==> src/rtl/es2cal_pkg.sv <==
`timescale 1ns / 1ps

package es2cal_pkg;

    localparam logic [31:0] SECS_PER_DAY  = 32'd86400;
    localparam logic [31:0] SECS_PER_HOUR = 32'd3600;
    localparam logic [31:0] SECS_PER_MIN  = 32'd60;

    localparam int DAYS_W   = 16;
    localparam int HOUR_W   = 5;
    localparam int MINUTE_W = 6;
    localparam int SECOND_W = 6;
    localparam int YEAR_W   = 12;
    localparam int MONTH_W  = 4;
    localparam int DAY_W    = 5;

    // Day split of one word, passed from the front end to the calendar walk.
    typedef struct packed {
        logic [DAYS_W-1:0]   days;
        logic [HOUR_W-1:0]   hour;
        logic [MINUTE_W-1:0] minute;
        logic [SECOND_W-1:0] second;
    } split_t;

    typedef struct packed {
        logic   valid;
        split_t data;
    } split_word_t;

    typedef enum logic [2:0] {
        F_IDLE,
        F_DAYS,
        F_SOD,
        F_HOUR,
        F_HREM,
        F_MIN,
        F_MREM,
        F_PUSH
    } front_state_t;

    typedef enum logic [1:0] {
        B_IDLE,
        B_YEAR,
        B_MONTH,
        B_DONE
    } back_state_t;

endpackage

==> src/rtl/es2cal_front.sv <==
`timescale 1ns / 1ps

module es2cal_front
    import es2cal_pkg::*;
(
    input  logic        aclk,
    input  logic        aresetn,
    input  logic        s_valid,
    output logic        s_ready,
    input  logic [31:0] s_epoch_seconds,
    output split_word_t push,
    input  logic        push_ready
);

    // Reciprocals for division by a constant: (n * RECIP) >> SHIFT is exact over
    // the range of n that each stage sees.
    localparam logic [25:0] DAY_RECIP  = 26'd50903317;  // 2^35 / 675, rounded up
    localparam logic [17:0] HOUR_RECIP = 18'd149131;    // 2^29 / 3600, rounded up
    localparam logic [12:0] MIN_RECIP  = 13'd4370;      // 2^18 / 60, rounded up

    front_state_t state_reg, state_next;

    logic [31:0]         rem_reg;
    logic [DAYS_W-1:0]   days_reg;
    logic [HOUR_W-1:0]   hour_reg;
    logic [MINUTE_W-1:0] min_reg;

    logic [50:0] day_prod;
    logic [34:0] hour_prod;
    logic [24:0] min_prod;
    logic [31:0] day_back;
    logic [31:0] hour_back;
    logic [31:0] min_back;
    logic        accept;

    // Division by 86400 is a shift by seven and a division by 675. Each product
    // gets its own state, and so does each subtraction of quotient times divisor.
    always_comb begin
        day_prod  = 51'(rem_reg[31:7]) * 51'(DAY_RECIP);
        hour_prod = 35'(rem_reg[16:0]) * 35'(HOUR_RECIP);
        min_prod  = 25'(rem_reg[11:0]) * 25'(MIN_RECIP);
        day_back  = 32'(days_reg) * SECS_PER_DAY;
        hour_back = 32'(hour_reg) * SECS_PER_HOUR;
        min_back  = 32'(min_reg) * SECS_PER_MIN;
    end

    always_comb begin
        state_next = state_reg;
        unique case (state_reg)
            F_IDLE: if (s_valid) state_next = F_DAYS;
            F_DAYS: state_next = F_SOD;
            F_SOD:  state_next = F_HOUR;
            F_HOUR: state_next = F_HREM;
            F_HREM: state_next = F_MIN;
            F_MIN:  state_next = F_MREM;
            F_MREM: state_next = F_PUSH;
            F_PUSH: if (push_ready) state_next = F_IDLE;
        endcase
    end

    always_comb begin
        s_ready     = state_reg == F_IDLE;
        push.valid  = state_reg == F_PUSH;
        accept      = s_valid && s_ready;
        push.data.days   = days_reg;
        push.data.hour   = hour_reg;
        push.data.minute = min_reg;
        push.data.second = rem_reg[SECOND_W-1:0];
    end

    always_ff @(posedge aclk) begin
        if (!aresetn) begin
            state_reg <= F_IDLE;
        end else begin
            state_reg <= state_next;
        end
    end

    always_ff @(posedge aclk) begin
        if (accept) begin
            rem_reg <= s_epoch_seconds;
        end else if (state_reg == F_SOD) begin
            rem_reg <= rem_reg - day_back;
        end else if (state_reg == F_HREM) begin
            rem_reg <= rem_reg - hour_back;
        end else if (state_reg == F_MREM) begin
            rem_reg <= rem_reg - min_back;
        end
        if (state_reg == F_DAYS) begin
            days_reg <= day_prod[50:35];
        end
        if (state_reg == F_HOUR) begin
            hour_reg <= hour_prod[33:29];
        end
        if (state_reg == F_MIN) begin
            min_reg <= min_prod[23:18];
        end
    end

endmodule

==> src/rtl/es2cal_queue.sv <==
`timescale 1ns / 1ps

module es2cal_queue
    import es2cal_pkg::*;
#(
    parameter int DEPTH = 2
) (
    input  logic        aclk,
    input  logic        aresetn,
    input  split_word_t wr,
    output logic        wr_ready,
    output split_word_t rd,
    input  logic        rd_ready
);

    localparam int PTR_W = $clog2(DEPTH);
    localparam int CNT_W = $clog2(DEPTH + 1);

    split_t             mem [DEPTH];
    logic [PTR_W-1:0]   wr_ptr_reg;
    logic [PTR_W-1:0]   rd_ptr_reg;
    logic [CNT_W-1:0]   count_reg;
    logic               do_push;
    logic               do_pop;

    always_comb begin
        wr_ready = count_reg != CNT_W'(DEPTH);
        rd.valid = count_reg != '0;
        rd.data  = mem[rd_ptr_reg];
        do_push  = wr.valid && wr_ready;
        do_pop   = rd.valid && rd_ready;
    end

    always_ff @(posedge aclk) begin
        if (do_push) begin
            mem[wr_ptr_reg] <= wr.data;
        end
    end

    always_ff @(posedge aclk) begin
        if (!aresetn) begin
            wr_ptr_reg <= '0;
            rd_ptr_reg <= '0;
            count_reg  <= '0;
        end else begin
            if (do_push) begin
                wr_ptr_reg <= (wr_ptr_reg == PTR_W'(DEPTH - 1)) ? '0 : wr_ptr_reg + 1'b1;
            end
            if (do_pop) begin
                rd_ptr_reg <= (rd_ptr_reg == PTR_W'(DEPTH - 1)) ? '0 : rd_ptr_reg + 1'b1;
            end
            if (do_push && !do_pop) begin
                count_reg <= count_reg + 1'b1;
            end else if (do_pop && !do_push) begin
                count_reg <= count_reg - 1'b1;
            end
        end
    end

endmodule

==> src/rtl/es2cal_back.sv <==
`timescale 1ns / 1ps

module es2cal_back
    import es2cal_pkg::*;
(
    input  logic                aclk,
    input  logic                aresetn,
    input  split_word_t         pop,
    output logic                pop_ready,
    output logic                m_valid,
    input  logic                m_ready,
    output logic [YEAR_W-1:0]   m_cal_year,
    output logic [MONTH_W-1:0]  m_cal_month,
    output logic [DAY_W-1:0]    m_cal_day,
    output logic [HOUR_W-1:0]   m_cal_hour,
    output logic [MINUTE_W-1:0] m_cal_minute,
    output logic [SECOND_W-1:0] m_cal_second
);

    localparam logic [YEAR_W-1:0]  BASE_YEAR  = 12'd1970;
    localparam logic [1:0]         BASE_MOD4  = 2'd2;
    localparam logic [6:0]         BASE_MOD100 = 7'd70;
    localparam logic [8:0]         BASE_MOD400 = 9'd370;
    localparam logic [MONTH_W-1:0] LAST_MONTH = 4'd11;

    function automatic logic [DAY_W-1:0] month_len(input logic [MONTH_W-1:0] m,
                                                   input logic leap);
        logic [DAY_W-1:0] len;
        unique case (m)
            4'd1:                      len = leap ? 5'd29 : 5'd28;
            4'd3, 4'd5, 4'd8, 4'd10:   len = 5'd30;
            default:                   len = 5'd31;
        endcase
        return len;
    endfunction

    back_state_t state_reg, state_next;

    logic [DAYS_W-1:0]  days_reg;
    logic [YEAR_W-1:0]  year_reg;
    logic [1:0]         mod4_reg;
    logic [6:0]         mod100_reg;
    logic [8:0]         mod400_reg;
    logic [MONTH_W-1:0] month_reg;
    split_t             tod_reg;
    logic               valid_reg;

    logic               leap;
    logic [8:0]         ylen;
    logic [DAY_W-1:0]   mlen;
    logic               year_fit;
    logic               month_done;
    logic               out_free;
    logic               take;
    logic               year_step;
    logic               month_step;
    logic               load_out;

    // Leap counters run alongside the year so no division is needed.
    always_comb begin
        leap       = (mod400_reg == 9'd0) || ((mod100_reg != 7'd0) && (mod4_reg == 2'd0));
        ylen       = leap ? 9'd366 : 9'd365;
        mlen       = month_len(month_reg, leap);
        year_fit   = days_reg < DAYS_W'(ylen);
        month_done = (month_reg == LAST_MONTH) || (days_reg < DAYS_W'(mlen));
        out_free   = !valid_reg || m_ready;
    end

    always_comb begin
        state_next = state_reg;
        unique case (state_reg)
            B_IDLE:  if (pop.valid) state_next = B_YEAR;
            B_YEAR:  if (year_fit) state_next = B_MONTH;
            B_MONTH: if (month_done) state_next = B_DONE;
            B_DONE:  if (out_free) state_next = B_IDLE;
            default: state_next = B_IDLE;
        endcase
    end

    always_comb begin
        pop_ready  = state_reg == B_IDLE;
        take       = pop_ready && pop.valid;
        year_step  = (state_reg == B_YEAR) && !year_fit;
        month_step = (state_reg == B_MONTH) && !month_done;
        load_out   = (state_reg == B_DONE) && out_free;
    end

    always_ff @(posedge aclk) begin
        if (!aresetn) begin
            state_reg <= B_IDLE;
            valid_reg <= 1'b0;
        end else begin
            state_reg <= state_next;
            if (load_out) begin
                valid_reg <= 1'b1;
            end else if (m_ready) begin
                valid_reg <= 1'b0;
            end
        end
    end

    always_ff @(posedge aclk) begin
        if (take) begin
            days_reg   <= pop.data.days;
            tod_reg    <= pop.data;
            year_reg   <= BASE_YEAR;
            mod4_reg   <= BASE_MOD4;
            mod100_reg <= BASE_MOD100;
            mod400_reg <= BASE_MOD400;
            month_reg  <= '0;
        end else if (year_step) begin
            days_reg   <= days_reg - DAYS_W'(ylen);
            year_reg   <= year_reg + 1'b1;
            mod4_reg   <= mod4_reg + 1'b1;
            mod100_reg <= (mod100_reg == 7'd99) ? 7'd0 : mod100_reg + 1'b1;
            mod400_reg <= (mod400_reg == 9'd399) ? 9'd0 : mod400_reg + 1'b1;
        end else if (month_step) begin
            days_reg  <= days_reg - DAYS_W'(mlen);
            month_reg <= month_reg + 1'b1;
        end
        if (load_out) begin
            m_cal_year   <= year_reg;
            m_cal_month  <= month_reg + 1'b1;
            m_cal_day    <= days_reg[DAY_W-1:0] + 1'b1;
            m_cal_hour   <= tod_reg.hour;
            m_cal_minute <= tod_reg.minute;
            m_cal_second <= tod_reg.second;
        end
    end

    assign m_valid = valid_reg;

    a_month_range: assert property (@(posedge aclk) disable iff (!aresetn)
        (state_reg == B_MONTH) |-> (month_reg <= LAST_MONTH))
        else $error("month index ran past December");

    a_day_range: assert property (@(posedge aclk) disable iff (!aresetn)
        (state_reg == B_DONE) |-> (days_reg < DAYS_W'(mlen)))
        else $error("day of month exceeds month length");

    a_year_range: assert property (@(posedge aclk) disable iff (!aresetn)
        (state_reg == B_YEAR) |-> (year_reg <= 12'd2106))
        else $error("year walk ran past the 32-bit range");

    a_load_once: assert property (@(posedge aclk) disable iff (!aresetn)
        load_out |=> (state_reg == B_IDLE) && valid_reg)
        else $error("result load did not present a word");

endmodule

==> src/rtl/epoch_seconds_to_calendar_core.sv <==
`timescale 1ns / 1ps
// Timing: the front end and the back end each work on one word at a time. The year and
// month walks are longest for the last month of 2105.
// The front end accepts a new word only after pushing the last one; the back end walks the
// years after 1970, then the months before the result's month.
// Reset: aresetn is synchronous and active low; it empties the queue, idles both
// state machines and drops m_valid. No calendar state is kept between words.

module epoch_seconds_to_calendar_core
    import es2cal_pkg::*;
#(
    parameter int QUEUE_DEPTH = 2
) (
    input  logic                aclk,
    input  logic                aresetn,
    input  logic                s_valid,
    output logic                s_ready,
    input  logic [31:0]         s_epoch_seconds,
    output logic                m_valid,
    input  logic                m_ready,
    output logic [YEAR_W-1:0]   m_cal_year,
    output logic [MONTH_W-1:0]  m_cal_month,
    output logic [DAY_W-1:0]    m_cal_day,
    output logic [HOUR_W-1:0]   m_cal_hour,
    output logic [MINUTE_W-1:0] m_cal_minute,
    output logic [SECOND_W-1:0] m_cal_second
);

    // The front end splits the count into whole days, hour, minute and second
    // by reciprocal multiplication, one product or subtraction per cycle.
    split_word_t push;
    logic        push_ready;

    // The back end walks off whole years, then whole months, one per cycle.
    split_word_t pop;
    logic        pop_ready;

    es2cal_front u_front (
        .aclk            (aclk),
        .aresetn         (aresetn),
        .s_valid         (s_valid),
        .s_ready         (s_ready),
        .s_epoch_seconds (s_epoch_seconds),
        .push            (push),
        .push_ready      (push_ready)
    );

    // The queue lets the front end start on the next word while the back end
    // is still walking years for the previous one.
    es2cal_queue #(
        .DEPTH (QUEUE_DEPTH)
    ) u_queue (
        .aclk     (aclk),
        .aresetn  (aresetn),
        .wr       (push),
        .wr_ready (push_ready),
        .rd       (pop),
        .rd_ready (pop_ready)
    );

    // The result sits in an output register, so the walk of the next word
    // can run while the current result waits for m_ready.
    es2cal_back u_back (
        .aclk         (aclk),
        .aresetn      (aresetn),
        .pop          (pop),
        .pop_ready    (pop_ready),
        .m_valid      (m_valid),
        .m_ready      (m_ready),
        .m_cal_year   (m_cal_year),
        .m_cal_month  (m_cal_month),
        .m_cal_day    (m_cal_day),
        .m_cal_hour   (m_cal_hour),
        .m_cal_minute (m_cal_minute),
        .m_cal_second (m_cal_second)
    );

endmodule
==> config.mk <==
export PLATFORM = sky130hd
export DESIGN_NAME = epoch_seconds_to_calendar_core
export DESIGN_NICKNAME = d
export VERILOG_FILES = /design/src/rtl/es2cal_pkg.sv /design/src/rtl/es2cal_front.sv /design/src/rtl/es2cal_queue.sv /design/src/rtl/es2cal_back.sv /design/src/rtl/epoch_seconds_to_calendar_core.sv
export SDC_FILE = /design/constraint.sdc
export NUM_CORES = 2
export LEC_CHECK = 0
export BUFFER_PORTS_ARGS = -buffer_cell sky130_fd_sc_hd__buf_2
export CORE_UTILIZATION = 60
export DETAILED_ROUTE_END_ITERATION = 16
export GPL_TIMING_DRIVEN = 0
export HOLD_SLACK_MARGIN = 0.08
export PLACE_DENSITY = 0.86
export SYNTH_ARGS = -nofsm -noshare
export SYNTH_HDL_FRONTEND = slang
export SYNTH_SLANG_ARGS = --single-unit
export TNS_END_PERCENT = 100
==> constraint.sdc <==
create_clock -name aclk -period 7.1 [get_ports aclk]
set_input_delay 1.42 -clock aclk [delete_from_list [all_inputs] [get_ports aclk]]
set_output_delay 1.42 -clock aclk [all_outputs]
set_load 0.02 [all_outputs]
==> qor.txt <==
Initial Util -> 0.606
crit path to -> u_front.days_reg[15]
DR WL/cell -> 19.7 um
share of the synthesized area in the top cell type -> 0.282
Slew Limit Fails -> 0
largest net degree at the start of global routing -> 34
Post-synth top cells -> ha_1, inv_1, fa_1, edfxtp_1, a21oi_1
fillers -> 3501
Die X-Extent -> 227 um
area leader, netlist -> ha_1
DR iter-0 viols -> 1768
WP data arrival -> 7320 ps
CTS tree -> built
DRT antenna net count -> 0
fin crit share -> 0.993
max-cap violations -> 0
FF/Latch Area -> 6790 um^2
Worst-Margin Slew -> 1320 ps
CTS Buf Count -> 23
Critical Path Source -> u_front.rem_reg[22]
Post-Synthesis Cells -> 2913
drt pass-1 iters -> 5
max reg flops -> 66
Synth Warn # -> 0
initial antenna violation count -> 5
Die Height -> 227 um
first-pass GRT wire length -> 118 mm
top cells by area, synth -> ha_1, fa_1, edfxtp_1
IO Pins -> 76
most instantiated library cell after synthesis -> ha_1
Tot GR Track Use -> 0.294
core footprint -> 50100 um^2
CP Launch Type -> flip-flop
layout cells sized above 1 -> 0.0737
clk_lat worst skew -> 530 ps
Reg2Reg Depth -> 23
clk slew on worst S/H paths -> 60 ps
WP data required -> 7370 ps
Die ar. -> 51500 um^2
Max Clk Rate -> 142 MHz
flops & latches, synth -> 241
part of the Yosys area used for sequential elements -> 0.224
Clk Tree Root Cell -> clkbuf_16
I/O Buffers -> 75
critical path class -> flip-flop to flip-flop
Hold Crit Class -> flip-flop to flip-flop
vias per inst -> 5.89
CTS Hold Bufs -> 0
vias in the first global route -> 23011
area of the multi-input gates -> 21300 um^2
crit path capture type -> flip-flop
H-tree depth -> 1
DRC Markers -> 0
Post-synth ARST share -> 0
clock sink count -> 241
Min Hold Slack -> 419 ps
Mean Syn Cell Area -> 10.4 um^2
synthesized cell area -> 30400 um^2
GR Overflow Total -> 0
number of hold violations in the final report -> 0
Final Routed Wirelength -> 74.2 mm
Max FO, Critical Path -> 12
minimum clock period -> 7050 ps
synth unique cells -> 76
R2R Setup Slk -> 50 ps
final setup violation count -> 0
Reg-to-Reg Start -> u_front.rem_reg[22]
Synth Net Count -> 3933
slew margin rel. -> 0.121
Reg2Reg Capture Point -> u_front.days_reg[15]
Vias -> 22213
gpl congestion -> 0.937
fin nets -> 4096
CTS max path bufs -> 3
ys flop type -> edfxtp_1
Final Skew -> 16.5 ps
Post-synth EDFFs -> 196
HPWL Detailed -> 56.8 mm
status -> complete, no violations
area grow syn2layout -> 8.28%
row count -> 82
worst min path at each step:
stage | end | depth (start not counted) | from | slack, ps
3_5_place_dp | u_back.m_cal_minute[0] | 0 | u_back.tod_reg[6] | 400
4_1_cts | u_back.m_cal_minute[0] | 0 | u_back.tod_reg[6] | 420
2_1_floorplan | u_back.m_cal_hour[0] | 0 | u_back.tod_reg[12] | 400
3_3_place_gp | u_back.m_cal_minute[1] | 0 | u_back.tod_reg[7] | 400
6_report | u_back.m_cal_second[1] | 0 | u_back.tod_reg[1] | 420
5_1_grt | u_back.m_cal_second[2] | 0 | u_back.tod_reg[2] | 430
routing by layer:
| layer | vias to the layer above | part of all wire | global-route usage |
|---|---|---|---|
| met5 | - | 0.00038 | 0 |
| li1 | 10188 | - | - |
| met1 | 10673 | 0.37 | 0.350 |
| met3 | 322 | 0.083 | 0.0488 |
| met4 | 4 | 0.066 | 0.172 |
| met2 | 1026 | 0.48 | 0.502 |
cell usage in the layout, fill, tap and decap left out, types with 24 or more instances in the layout:
| cell | n |
|---|---|
| nor2b_1 | 27 |
| nor3_1 | 37 |
| a21oi_1 | 135 |
| buf_4 | 62 |
| o21ai_0 | 91 |
| ha_1 | 684 |
| nand3_1 | 48 |
| xor2_1 | 60 |
| buf_2 | 76 |
| nor2_1 | 111 |
| xnor2_1 | 107 |
| clkbuf_1 | 35 |
| nand2_1 | 108 |
| edfxtp_1 | 196 |
| clkbuf_16 | 24 |
| nand4_1 | 28 |
| a21o_1 | 33 |
| dfxtp_1 | 45 |
| inv_1 | 589 |
| fa_1 | 300 |
through the flow:
stage	utilization	instances	TNS [ps]	worst slack, ps	area (um^2)
global placement	0.631	3660	-4090	-667	31600
floorplan	-	2913	0	839	30400
CTS	0.654	3754	0	1.60	32800
detailed placement	0.632	3666	-5130	-698	31700
finish	0.657	3770	0	52.6	32900
global route	0.656	3765	-465	-134	32900
kinds of logic (layout without fill, tap and decap cells):
kind of cell    Yosys count  after routing  share of synthesized area
fa+ha+maj               984            984                      0.480
mux                      35             35                     0.0122
simple gates            447            447                     0.0720
compound gates          413            413                     0.0868
flops                   241            241                      0.224
xor+xnor                167            167                     0.0482
other cells               0              5                          0
buf+inv                 626            806                     0.0776
final cells by class:
cell class / instances / share of cell area
timing repair buffer: 138 / 0.0265
multi-input combinational: 2046 / 0.647
clock inverter: 7 / 0.00179
tap: 672 / 0.0256
clock buffer: 35 / 0.0210
inverter: 592 / 0.0676
buffer: 34 / 0.00407
sequential: 241 / 0.206
antenna: 5 / 0.000381
critical path, cell delays in order, from the launching register on:
cell	delay [ps]
edfxtp_1	870
ha_1	410
fa_1	350
inv_1	90
fa_1	500
inv_1	50
fa_1	470
inv_1	80
fa_1	590
inv_1	80
fa_1	540
inv_1	60
fa_1	530
inv_1	50
ha_1	310
nand4_1	150
nor2_1	150
a21oi_1	110
a211oi_2	400
o311a_1	330
nor2_1	100
o2111ai_1	280
a21oi_1	140
xnor2_1	160
what timing repair did:
item                                    in CTS  in global routing
gates resized for setup                      0                  5
endpoints found under the hold margin        0                  0
endpoints found under the setup margin      16                  7
pin swaps                                    0                  2
setup buffers                               46                 11
Power is not shown: default switching activity piles up to over one toggle a cycle in this logic, so the estimate is an artifact.
